===== config.mk =====
export PLATFORM = sky130hd
export DESIGN_NAME = rounded_rect_pixel_shader_core
export DESIGN_NICKNAME = d
export VERILOG_FILES = /design/src/rrps_pkg.sv /design/src/rrps_cfg.sv /design/src/rrps_classify.sv /design/src/rounded_rect_pixel_shader_core.sv
export SDC_FILE = /design/constraint.sdc
export NUM_CORES = 1
export LEC_CHECK = 0
export BUFFER_PORTS_ARGS = -buffer_cell sky130_fd_sc_hd__buf_2
export CAP_MARGIN = 25
export CELL_PAD_IN_SITES_DETAIL_PLACEMENT = 1
export CELL_PAD_IN_SITES_GLOBAL_PLACEMENT = 2
export CORE_AREA = 4 4 225 249
export DETAILED_ROUTE_END_ITERATION = 7
export DIE_AREA = 0 0 229 253
export PLACE_DENSITY_LB_ADDON = 0.25
export REMOVE_ABC_BUFFERS = 1
export SLEW_MARGIN = 0
export SYNTH_ARGS = -nofsm -noshare
export SYNTH_HDL_FRONTEND = slang
export SYNTH_SLANG_ARGS = --single-unit

===== constraint.sdc =====
create_clock -name clk -period 25.2 [get_ports clk]
set_input_delay 2.52 -clock clk [delete_from_list [all_inputs] [get_ports clk]]
set_output_delay 2.52 -clock clk [all_outputs]
set_load 0.02 [all_outputs]

===== src/rrps_pkg.sv =====
`timescale 1ns / 1ps

package rrps_pkg;

	// Field and register widths
	localparam int COORD_W = 10;
	localparam int SIZE_W  = 11;
	localparam int RADIUS_W = 16;
	localparam int RAD_W   = 10;   // clamped radius never exceeds MAX_SIZE / 2
	localparam int COLOR_W = 16;
	localparam int DIST_W  = 20;   // holds 2 * (MAX_SIZE / 2)^2
	localparam int ADDR_W  = 5;
	localparam int DATA_W  = 32;

	// Largest box side; wider settings are taken as this
	localparam int MAX_SIZE = 1024;

	// Register reset values
	localparam logic [SIZE_W-1:0]   WIDTH_RST       = '0;
	localparam logic [SIZE_W-1:0]   HEIGHT_RST      = '0;
	localparam logic [RADIUS_W-1:0] RADIUS_RST      = 16'd8;
	localparam logic [COLOR_W-1:0]  BORDER_RST      = 16'hF800;
	localparam logic [COLOR_W-1:0]  FILL_RST        = 16'h0000;
	localparam logic                FILL_ENABLE_RST = 1'b1;

	typedef enum logic [2:0] {
		REG_BOX_WIDTH     = 3'd0,
		REG_BOX_HEIGHT    = 3'd1,
		REG_CORNER_RADIUS = 3'd2,
		REG_RIM_COLOR     = 3'd3,
		REG_BODY_COLOR    = 3'd4,
		REG_FILL_ENABLE   = 3'd5
	} reg_idx_t;

	typedef enum logic [1:0] {
		KIND_NONE   = 2'd0,
		KIND_BORDER = 2'd1,
		KIND_FILL   = 2'd2
	} kind_t;

	typedef struct packed {
		logic [COORD_W-1:0] pixel_x;
		logic [COORD_W-1:0] pixel_y;
	} pixel_in_t;

	typedef struct packed {
		logic               write_pixel;
		logic [1:0]         pixel_kind;
		logic [COLOR_W-1:0] pixel_color;
	} pixel_out_t;

	// Shape values derived from the registers, ready for the per-pixel test
	typedef struct packed {
		logic [SIZE_W-1:0]  width;
		logic [SIZE_W-1:0]  height;
		logic [SIZE_W-1:0]  width_mr;    // width - radius
		logic [SIZE_W-1:0]  height_mr;   // height - radius
		logic [RAD_W-1:0]   radius;
		logic [DIST_W-1:0]  rad_sq;
		logic [DIST_W-1:0]  rad_m1_sq;
		logic [COLOR_W-1:0] rim_color;
		logic [COLOR_W-1:0] body_color;
		logic               fill_enable;
	} shape_cfg_t;

endpackage


===== src/rrps_cfg.sv =====
`timescale 1ns / 1ps

module rrps_cfg (
	input  logic                          clk,
	input  logic                          arst_n,
	input  logic                          psel,
	input  logic                          penable,
	input  logic                          pwrite,
	input  logic [rrps_pkg::ADDR_W-1:0]   paddr,
	input  logic [rrps_pkg::DATA_W-1:0]   pwdata,
	output logic [rrps_pkg::DATA_W-1:0]   prdata,
	output logic                          pready,
	output rrps_pkg::shape_cfg_t          shape
);
	import rrps_pkg::*;

	logic [SIZE_W-1:0]   box_width_q;
	logic [SIZE_W-1:0]   box_height_q;
	logic [RADIUS_W-1:0] corner_radius_q;
	logic [COLOR_W-1:0]  rim_color_q;
	logic [COLOR_W-1:0]  body_color_q;
	logic                fill_enable_q;

	logic [2:0]          reg_idx;
	logic                wr_en;

	logic [SIZE_W-1:0]   w_clamp;
	logic [SIZE_W-1:0]   h_clamp;
	logic [SIZE_W-1:0]   side_min;
	logic [RAD_W-1:0]    half_side;
	logic [RAD_W-1:0]    radius;
	logic [DIST_W-1:0]   rad_sq;
	shape_cfg_t          shape_next;
	shape_cfg_t          shape_q;

	assign pready  = 1'b1;
	assign reg_idx = paddr[ADDR_W-1:2];
	assign wr_en   = psel && penable && pwrite && pready;

	always_ff @(posedge clk or negedge arst_n) begin
		if (!arst_n) begin
			box_width_q     <= WIDTH_RST;
			box_height_q    <= HEIGHT_RST;
			corner_radius_q <= RADIUS_RST;
			rim_color_q     <= BORDER_RST;
			body_color_q    <= FILL_RST;
			fill_enable_q   <= FILL_ENABLE_RST;
		end else if (wr_en) begin
			case (reg_idx)
				REG_BOX_WIDTH:     box_width_q     <= pwdata[SIZE_W-1:0];
				REG_BOX_HEIGHT:    box_height_q    <= pwdata[SIZE_W-1:0];
				REG_CORNER_RADIUS: corner_radius_q <= pwdata[RADIUS_W-1:0];
				REG_RIM_COLOR:     rim_color_q     <= pwdata[COLOR_W-1:0];
				REG_BODY_COLOR:    body_color_q    <= pwdata[COLOR_W-1:0];
				REG_FILL_ENABLE:   fill_enable_q   <= pwdata[0];
				default: ;
			endcase
		end
	end

	always_comb begin
		case (reg_idx)
			REG_BOX_WIDTH:     prdata = {{(DATA_W-SIZE_W){1'b0}}, box_width_q};
			REG_BOX_HEIGHT:    prdata = {{(DATA_W-SIZE_W){1'b0}}, box_height_q};
			REG_CORNER_RADIUS: prdata = {{(DATA_W-RADIUS_W){1'b0}}, corner_radius_q};
			REG_RIM_COLOR:     prdata = {{(DATA_W-COLOR_W){1'b0}}, rim_color_q};
			REG_BODY_COLOR:    prdata = {{(DATA_W-COLOR_W){1'b0}}, body_color_q};
			REG_FILL_ENABLE:   prdata = {{(DATA_W-1){1'b0}}, fill_enable_q};
			default:           prdata = '0;
		endcase
	end

	// Clamp the box, then the radius to half the smaller side
	assign w_clamp   = (box_width_q > SIZE_W'(MAX_SIZE)) ? SIZE_W'(MAX_SIZE) : box_width_q;
	assign h_clamp   = (box_height_q > SIZE_W'(MAX_SIZE)) ? SIZE_W'(MAX_SIZE) : box_height_q;
	assign side_min  = (w_clamp < h_clamp) ? w_clamp : h_clamp;
	assign half_side = side_min[SIZE_W-1:1];
	assign radius    = (corner_radius_q > {{(RADIUS_W-RAD_W){1'b0}}, half_side}) ?
		half_side : corner_radius_q[RAD_W-1:0];
	assign rad_sq    = {{(DIST_W-RAD_W){1'b0}}, radius} * {{(DIST_W-RAD_W){1'b0}}, radius};

	always_comb begin
		shape_next.width        = w_clamp;
		shape_next.height       = h_clamp;
		shape_next.width_mr     = w_clamp - {1'b0, radius};
		shape_next.height_mr    = h_clamp - {1'b0, radius};
		shape_next.radius       = radius;
		shape_next.rad_sq       = rad_sq;
		// (r-1)^2 = r^2 - 2r + 1
		shape_next.rad_m1_sq    = rad_sq - {{(DIST_W-RAD_W-1){1'b0}}, radius, 1'b0} + DIST_W'(1);
		shape_next.rim_color    = rim_color_q;
		shape_next.body_color   = body_color_q;
		shape_next.fill_enable  = fill_enable_q;
	end

	always_ff @(posedge clk) begin
		shape_q <= shape_next;
	end

	assign shape = shape_q;

endmodule


===== src/rrps_classify.sv =====
`timescale 1ns / 1ps

module rrps_classify (
	input  rrps_pkg::pixel_in_t  pix,
	input  rrps_pkg::shape_cfg_t shape,
	output rrps_pkg::pixel_out_t shade
);
	import rrps_pkg::*;

	logic [SIZE_W-1:0] x_w;
	logic [SIZE_W-1:0] y_w;
	logic [SIZE_W-1:0] r_w;
	logic              in_box;
	logic              on_frame;
	logic [RAD_W-1:0]  dx;
	logic [RAD_W-1:0]  dy;
	logic [DIST_W-1:0] dx_sq;
	logic [DIST_W-1:0] dy_sq;
	logic [DIST_W-1:0] dist_sq;
	kind_t             kind;
	kind_t             kind_out;

	assign x_w = {1'b0, pix.pixel_x};
	assign y_w = {1'b0, pix.pixel_y};
	assign r_w = {1'b0, shape.radius};

	assign in_box = (shape.width != '0) && (shape.height != '0) &&
		(x_w < shape.width) && (y_w < shape.height);

	assign on_frame = (x_w == '0) || (x_w == shape.width - SIZE_W'(1)) ||
		(y_w == '0) || (y_w == shape.height - SIZE_W'(1));

	// Distance from the corner center along each axis, zero off the corner bands
	always_comb begin
		if (x_w < r_w) begin
			dx = RAD_W'(r_w - x_w);
		end else if (x_w >= shape.width_mr) begin
			dx = RAD_W'(x_w + SIZE_W'(1) - shape.width_mr);
		end else begin
			dx = '0;
		end
		if (y_w < r_w) begin
			dy = RAD_W'(r_w - y_w);
		end else if (y_w >= shape.height_mr) begin
			dy = RAD_W'(y_w + SIZE_W'(1) - shape.height_mr);
		end else begin
			dy = '0;
		end
	end

	assign dx_sq   = {{(DIST_W-RAD_W){1'b0}}, dx} * {{(DIST_W-RAD_W){1'b0}}, dx};
	assign dy_sq   = {{(DIST_W-RAD_W){1'b0}}, dy} * {{(DIST_W-RAD_W){1'b0}}, dy};
	assign dist_sq = dx_sq + dy_sq;

	always_comb begin
		if (!in_box) begin
			kind = KIND_NONE;
		end else if (shape.radius == '0) begin
			kind = on_frame ? KIND_BORDER : KIND_FILL;
		end else if ((dx != '0) && (dy != '0)) begin
			if (dist_sq > shape.rad_sq) begin
				kind = KIND_NONE;
			end else if (dist_sq > shape.rad_m1_sq) begin
				kind = KIND_BORDER;
			end else begin
				kind = KIND_FILL;
			end
		end else if ((dx == shape.radius) || (dy == shape.radius)) begin
			kind = KIND_BORDER;
		end else begin
			kind = KIND_FILL;
		end
	end

	always_comb begin
		kind_out = kind;
		if ((kind == KIND_FILL) && !shape.fill_enable) begin
			kind_out = KIND_NONE;
		end
		shade.write_pixel = (kind_out != KIND_NONE);
		shade.pixel_kind  = kind_out;
		case (kind_out)
			KIND_BORDER: shade.pixel_color = shape.rim_color;
			KIND_FILL:   shade.pixel_color = shape.body_color;
			default:     shade.pixel_color = '0;
		endcase
	end

endmodule


===== src/rounded_rect_pixel_shader_core.sv =====
`timescale 1ns / 1ps
// Rounded-rectangle pixel shader core.
// A pixel item passes the input stage register, then the result stage register.
// Throughput: one item per cycle unless the output stalls, set by the two-register path.
// Reset (arst_n low): both stages empty, registers at their documented defaults;
// derived shape values are held in a register that follows the register file.

module rounded_rect_pixel_shader_core (
	input  logic                        clk,
	input  logic                        arst_n,
	// Configuration port
	input  logic                        psel,
	input  logic                        penable,
	input  logic                        pwrite,
	input  logic [rrps_pkg::ADDR_W-1:0] paddr,
	input  logic [rrps_pkg::DATA_W-1:0] pwdata,
	output logic [rrps_pkg::DATA_W-1:0] prdata,
	output logic                        pready,
	// Pixel items in
	input  logic                        pixel_valid,
	output logic                        pixel_ready,
	input  rrps_pkg::pixel_in_t         pixel,
	// Shaded items out
	output logic                        shade_valid,
	input  logic                        shade_ready,
	output rrps_pkg::pixel_out_t        shade
);
	import rrps_pkg::*;

	shape_cfg_t shape;

	logic       valid_s1;
	pixel_in_t  pixel_s1;
	logic       valid_s2;
	pixel_out_t shade_s2;
	pixel_out_t shade_comb;
	logic       advance;

	// Register file plus the per-shape precompute (clamped sizes, radius, radius squares)
	rrps_cfg u_cfg (
		.clk     (clk),
		.arst_n  (arst_n),
		.psel    (psel),
		.penable (penable),
		.pwrite  (pwrite),
		.paddr   (paddr),
		.pwdata  (pwdata),
		.prdata  (prdata),
		.pready  (pready),
		.shape   (shape)
	);

	// The result stage moves whenever it is empty or its item is being taken.
	// The input stage accepts when empty or when it hands its item on this cycle,
	// so it stalls only while it is full and the result stage holds a waiting item.
	assign advance     = !valid_s2 || shade_ready;
	assign pixel_ready = !valid_s1 || advance;

	always_ff @(posedge clk or negedge arst_n) begin
		if (!arst_n) begin
			valid_s1 <= 1'b0;
			valid_s2 <= 1'b0;
		end else begin
			if (pixel_ready) begin
				valid_s1 <= pixel_valid;
			end
			if (advance) begin
				valid_s2 <= valid_s1;
			end
		end
	end

	// Capture the coordinate; hold it while the result stage is stalled
	always_ff @(posedge clk) begin
		if (pixel_valid && pixel_ready) begin
			pixel_s1 <= pixel;
		end
	end

	// Classify: corner distance squares, compare against r^2 and (r-1)^2, pick color
	rrps_classify u_classify (
		.pix   (pixel_s1),
		.shape (shape),
		.shade (shade_comb)
	);

	// Load the result register only with a live item
	always_ff @(posedge clk) begin
		if (advance && valid_s1) begin
			shade_s2 <= shade_comb;
		end
	end

	assign shade_valid = valid_s2;
	assign shade       = shade_s2;

`ifndef SYNTHESIS
	// A skipped pixel always carries a zero color
	assert property (@(posedge clk) disable iff (!arst_n)
		(shade_valid && !shade.write_pixel) |-> (shade.pixel_color == '0))
		else $error("untouched pixel with nonzero color");

	// Write flag and kind must agree
	assert property (@(posedge clk) disable iff (!arst_n)
		shade_valid |-> (shade.write_pixel == (shade.pixel_kind != KIND_NONE)))
		else $error("write flag disagrees with pixel kind");

	// An item held in stage one while the output stalls must not be lost
	assert property (@(posedge clk) disable iff (!arst_n)
		(valid_s1 && !advance) |=> (valid_s1 && $stable(pixel_s1)))
		else $error("stage one item dropped during stall");

	// Accepting into a full stage one requires that its item moves on
	assert property (@(posedge clk) disable iff (!arst_n)
		(pixel_valid && pixel_ready && valid_s1) |-> advance)
		else $error("stage one overwritten");
`endif

endmodule

# Yosys cells after proc, flatten, opt, wreduce, memory -nomap -nowiden
# Cells that the tools add are included.
dict set report op_classes {
  n_addsub 13
  n_mul 3
  magnitude_cmp 12
  n_eq_ne 12
  mux 18
  n_reduce_logical 33
}
# operator count
set ops {}
lappend ops {{$pmux 16 s6} 1}
lappend ops {{$mul 10x10->20} 3}
lappend ops {{$mux 10} 5}
lappend ops {{$gt 20x20->1} 2}
lappend ops {{$sub 10x10->10} 4}
lappend ops {{$mux 11} 3}
lappend ops {{$pmux 16 s2} 1}
lappend ops {{$eq 10x11->1} 2}
lappend ops {{$ge 10x11->1} 2}
lappend ops {{$gt 11x11->1 const B} 2}
lappend ops {{$logic_not 11->1} 2}
lappend ops {{$lt 10x11->1} 2}
lappend ops {{$reduce_bool 11->1} 2}
lappend ops {{$sub 11x1->11 const B} 2}
lappend ops {{$sub 11x10->11} 2}
lappend ops {{$add 10x1->10 const B} 2}
lappend ops {{$add 20x1->20 const B} 1}
lappend ops {{$add 20x20->20} 1}
lappend ops {{$eq 10x10->1} 2}
lappend ops {{$lt 10x10->1} 2}
lappend ops {{$reduce_bool 10->1} 2}
lappend ops {{$sub 20x11->20} 1}
lappend ops {{$gt 16x10->1} 1}
lappend ops {{$mux 2} 8}
lappend ops {{other kinds (13)} 36}
dict set report totals {
  register_bits 239
  inputBits 64
  output_inout_bits 54
  word_cells 114
}

# Longest topological paths before layout
dict set report depth {
  depth_word 17
  mapped_depth 52
  mapped_depth_nobuf 49
}

# Hierarchy
# Synthesis repeated with hierarchy kept, for this count alone.
dict set report unflattened {
  cells_unflattened 2498
  hier_area_um2 23497.5
}
# mod instances cells_per_inst area_per_inst_um2
set modules_own_cells {}
lappend modules_own_cells {rrps_cfg 1 1079 11118.2}
lappend modules_own_cells {rrps_classify 1 1372 11104.4}
lappend modules_own_cells {rounded_rect_pixel_shader_core 1 47 1275.0}

# Worst setup path after synthesis
# No wires, ideal clock.
dict set report synth_timing {
  path_type {register -> register}
  startpoint {register u_cfg.shape_q (netlist bit u_cfg.shape[73])}
  endpoint {register shade_s2 (netlist bit shade[10]), data pin}
  setup_ps 140
  arrival_time_ps 10750
  setup_slack_ps 14310
  path_stages_with_launch 50
  cell_sequence {dfxtp_1 > inv_1 > ha_1 > inv_1 > fa_1 > a21o_1 > a21o_1 > a221oi_2 > o22ai_1 > clkbuf_1 > and2_0 > a31oi_1 > clkbuf_1 > nand2b_1 > fa_1 > fa_1 > inv_1 > ha_1 > [... 14 more ...] > or4_1 > o211ai_1 > ha_1 > nand2_1 > nor2_1 > nand3_1 > o21ai_0 > nand2b_1 > o21ai_0 > a21oi_1 > o21ai_0 > a211oi_1 > and3_1 > ha_1 > clkbuf_1 > clkbuf_1 > a22oi_1 > nor2b_1}
}
# item line
set synth_lines {}
lappend synth_lines {{start: declaration} rrps_cfg.sv:34} ;# shape_cfg_t shape_q;
lappend synth_lines {{start signal: assignment} rrps_cfg.sv:97} ;# shape_q <= shape_next;
lappend synth_lines {{end signal: assignment} rounded_rect_pixel_shader_core.sv:90} ;# shade_s2 <= shade_comb;
lappend synth_lines {{end: declaration} rounded_rect_pixel_shader_core.sv:35} ;# pixel_out_t shade_s2;

==> flow_metrics.env <==
export IMPL_async_reset_ff_share_pct=30.93
export IMPL_clk_path_buf_depth=3
export IMPL_period_share_pct=54.05
export IMPL_ant_nets=0
export IMPL_die_area_mm2=0.05794
export IMPL_synth_edf_count=39
export IMPL_drive_gt1_share_pct=11.06
export IMPL_holdCritStartpoint="u_cfg.body_color_q[4]$_DFFE_PN0P_"
export IMPL_cp_slowest_stage_delay_ns=0.76
export IMPL_crit_slowest_cell="ha_1"
export IMPL_port_buffer_count=82
export IMPL_dp_hpwl_mm=53.84
export IMPL_synth_seq_area_share_pct=23.62
export IMPL_root_buffer="clkbuf_16"
export IMPL_cts_resized=0
export IMPL_grt_pass1_vias=19020
export IMPL_status="finished clean"
export IMPL_r2r_slack_ns=11.58
export IMPL_fin_skew_ns=0.03256
export IMPL_rsz0062_at_grt="no"
export IMPL_hold_slack_ns=0.3900
export IMPL_start_util_pct=43.48
export IMPL_cp_end_kind="register"
export IMPL_wirelength_mm=64.23
export IMPL_pin_count=118
export IMPL_required_ns=25.58
export IMPL_r2r_start="u_cfg.shape[73]$_DFF_P_"
export IMPL_yosysUniqueCellTypes=94
export IMPL_r2r_cells=47
export IMPL_area_delta_synth_final_pct=8.631
export IMPL_path_class="reg2reg"
export IMPL_critical_path_max_fanout=16
export IMPL_clkSlewWorstSetupHoldPaths_ns=0.06
export IMPL_period_needed_ns=13.62
export IMPL_setup_tns_ns=0
export IMPL_arrival_ns=14.00
export IMPL_synth_top_area_cell="ha_1"
export IMPL_core_area_mm2=0.05345
export IMPL_gp_congestion=0.8968
export IMPL_cts_setup_buffers=0
export IMPL_first_pass_iters=5
export IMPL_setup_violations=0
export IMPL_hold_buffers=0
export IMPL_timing_rr_end="shade[7]$_DFFE_PP_"
export IMPL_synthTopCellsByArea="ha_1, fa_1, dfxtp_1, dfrtp_1, inv_1"
export IMPL_worst_pin_slew_ns=1.058
export IMPL_chipWidth_um=229
export IMPL_drt_wirelength_per_cell_um=19.71
export IMPL_fin_ws_ns=11.58
export IMPL_cts_tree="yes"
export IMPL_grt_start_max_net_pins=74
export IMPL_drc=0
export IMPL_hold_class="reg2reg"
export IMPL_die_y_um=253
export IMPL_drtIter0Drc=782
export IMPL_hold_end="u_cfg.shape[5]$_DFF_P_"
export IMPL_syn_inst=2480
export IMPL_fillers=6180
export IMPL_synthFlopType="dfxtp_1"
export IMPL_yosys_warnings=0
export IMPL_hold_viol_final=0
export IMPL_hold_path_depth=0
export IMPL_cts_num_sinks=236
export IMPL_grt_pass1_wl_mm=103.1
export IMPL_antenna_found_initial=0
export IMPL_start_kind="register"
export IMPL_ys_ff_latch=236
export IMPL_clk_latency_ns=0.56
export IMPL_diodes=0
export IMPL_vias=17540
export IMPL_placementRows=89
export IMPL_final_max_slew_violation_count=0
export IMPL_grt_overflow_total=0
export IMPL_htreeDepth=1
export IMPL_grt_use_total_pct=22.10
export IMPL_maxSlewHeadroom_pct=29.45
export IMPL_drv_cap=0
export IMPL_finalNetCount=3128
export IMPL_syn_cell_area_mm2=0.02324
export IMPL_clock_fmax_ghz=0.07342
export IMPL_via_per_inst=5.381
export IMPL_synth_top_cell_area_share_pct=17.07
export IMPL_numCtsBuffers=26
export IMPL_place_ws_ns=11.53
export IMPL_syn_avg_cell_area_um2=9.371
export IMPL_final_util_pct=47.23
[worst max-delay path: cells and delay by family, from the launching register on]
kind	cells	cell delay (ns)
buffers and inverters	8	0.89
flip-flops	1	0.34
adder cells (fa/ha/maj)	12	5.18
AND/OR/NAND/NOR	7	1.58
AO/OA/AOI/OAI	20	5.47
[Yosys cell counts (all sizes together), types with 13 or more instances]
cell type  number
inv           437
ha            317
fa            190
nor2          175
nand2         125
dfxtp         124
xnor2         102
a21oi          95
mux2           84
o21ai          71
dfrtp          66
a21o           55
nor2b          55
xor2           44
edfxtp         39
clkbuf         37
nand2b         34
nor3           32
a22oi          31
buf            26
nand3          25
a31oi          24
nor4           23
nand4          22
and2           20
o21a           20
or2            19
mux2i          16
o21bai         16
a211oi         14
and3           13
[cell families after synthesis]
kind of cell / Yosys count / synth area share, %
and+or+nand+nor: 582 / 12.51
adders and majority gates: 507 / 33.43
buffers and inverters: 503 / 8.442
AOI/OAI and AO/OA: 404 / 11.70
DFF: 236 / 23.62
xor gates and xnor gates: 146 / 5.502
muxes: 100 / 4.759
other: 2 / 0.03232
[how the worst max path moves through the flow]
stage / startpoint / slack, ns / to / cells past startpoint
4_1_cts: u_cfg.shape[73]$_DFF_P_ / 11.48 / shade[7]$_DFFE_PP_ / 47
3_5_place_dp: u_cfg.shape[73]$_DFF_P_ / 11.53 / shade[3]$_DFFE_PP_ / 47
3_3_place_gp: u_cfg.shape[73]$_DFF_P_ / 11.58 / shade[3]$_DFFE_PP_ / 47
5_1_grt: u_cfg.shape[73]$_DFF_P_ / 10.61 / shade[7]$_DFFE_PP_ / 47
6_report: u_cfg.shape[73]$_DFF_P_ / 11.58 / shade[7]$_DFFE_PP_ / 47
2_1_floorplan: u_cfg.shape[73]$_DFF_P_ / 14.48 / shade[15]$_DFFE_PP_ / 45
[per-layer routing]
layer,track usage [%],up-vias,wire [µm]
met4,6.191,0,1900
met3,1.991,93,1803
met1,29.24,8784,28660
li1,-,8413,-
met2,38.91,247,31860
met5,0,-,0
[state kept, by name, summed over array words and instances, names as in the netlist]
signal and count:
pixel_s1 20, shade_valid 1, u_cfg.body_color_q 16, valid_s1 1
u_cfg.fill_enable_q 1, u_cfg.box_width_q 11, u_cfg.corner_radius_q 16, u_cfg.box_height_q 11
u_cfg.shape 124, u_cfg.rim_color_q 16, shade 19
[per-stage QoR]
| step | area (µm²) | cells |
|---|---|---|
| 2_1_floorplan | 22990 | 2432 |
| 3_3_place_gp | 24350 | 3209 |
| 3_5_place_dp | 24370 | 3210 |
| 4_1_cts | 25220 | 3258 |
| 5_1_grt | 25250 | 3259 |
| 6_report | 25250 | 3259 |
[final cells by class]
class	count	area [µm²]	share of cell area (%)
multi-input cells	1756	15850	62.77
clock inverters	16	135.1	0.5353
flip-flops and latches	236	5489	21.74
well taps	682	853.3	3.380
inverters	440	1654	6.552
repair buffers	97	553.0	2.191
clock buffers	32	713.2	2.825
[placed cells by master, fill, tap and decap left out, types with 22 or more instances in the layout]
master	n
inv_1	432
ha_1	317
fa_1	190
nor2_1	174
dfxtp_1	124
nand2_1	123
xnor2_1	102
a21oi_1	93
mux2_2	84
buf_2	81
dfrtp_1	66
o21ai_0	61
nor2b_1	55
a21o_1	51
xor2_1	44
edfxtp_1	39
nand2b_1	34
nor3_1	32
a22oi_1	30
clkbuf_16	26
nand3_1	24
nand4_1	22
nor4_1	22
a31oi_1	22
Power is not shown: default switching activity piles up to over one toggle a cycle in this logic, so the estimate is an artifact.
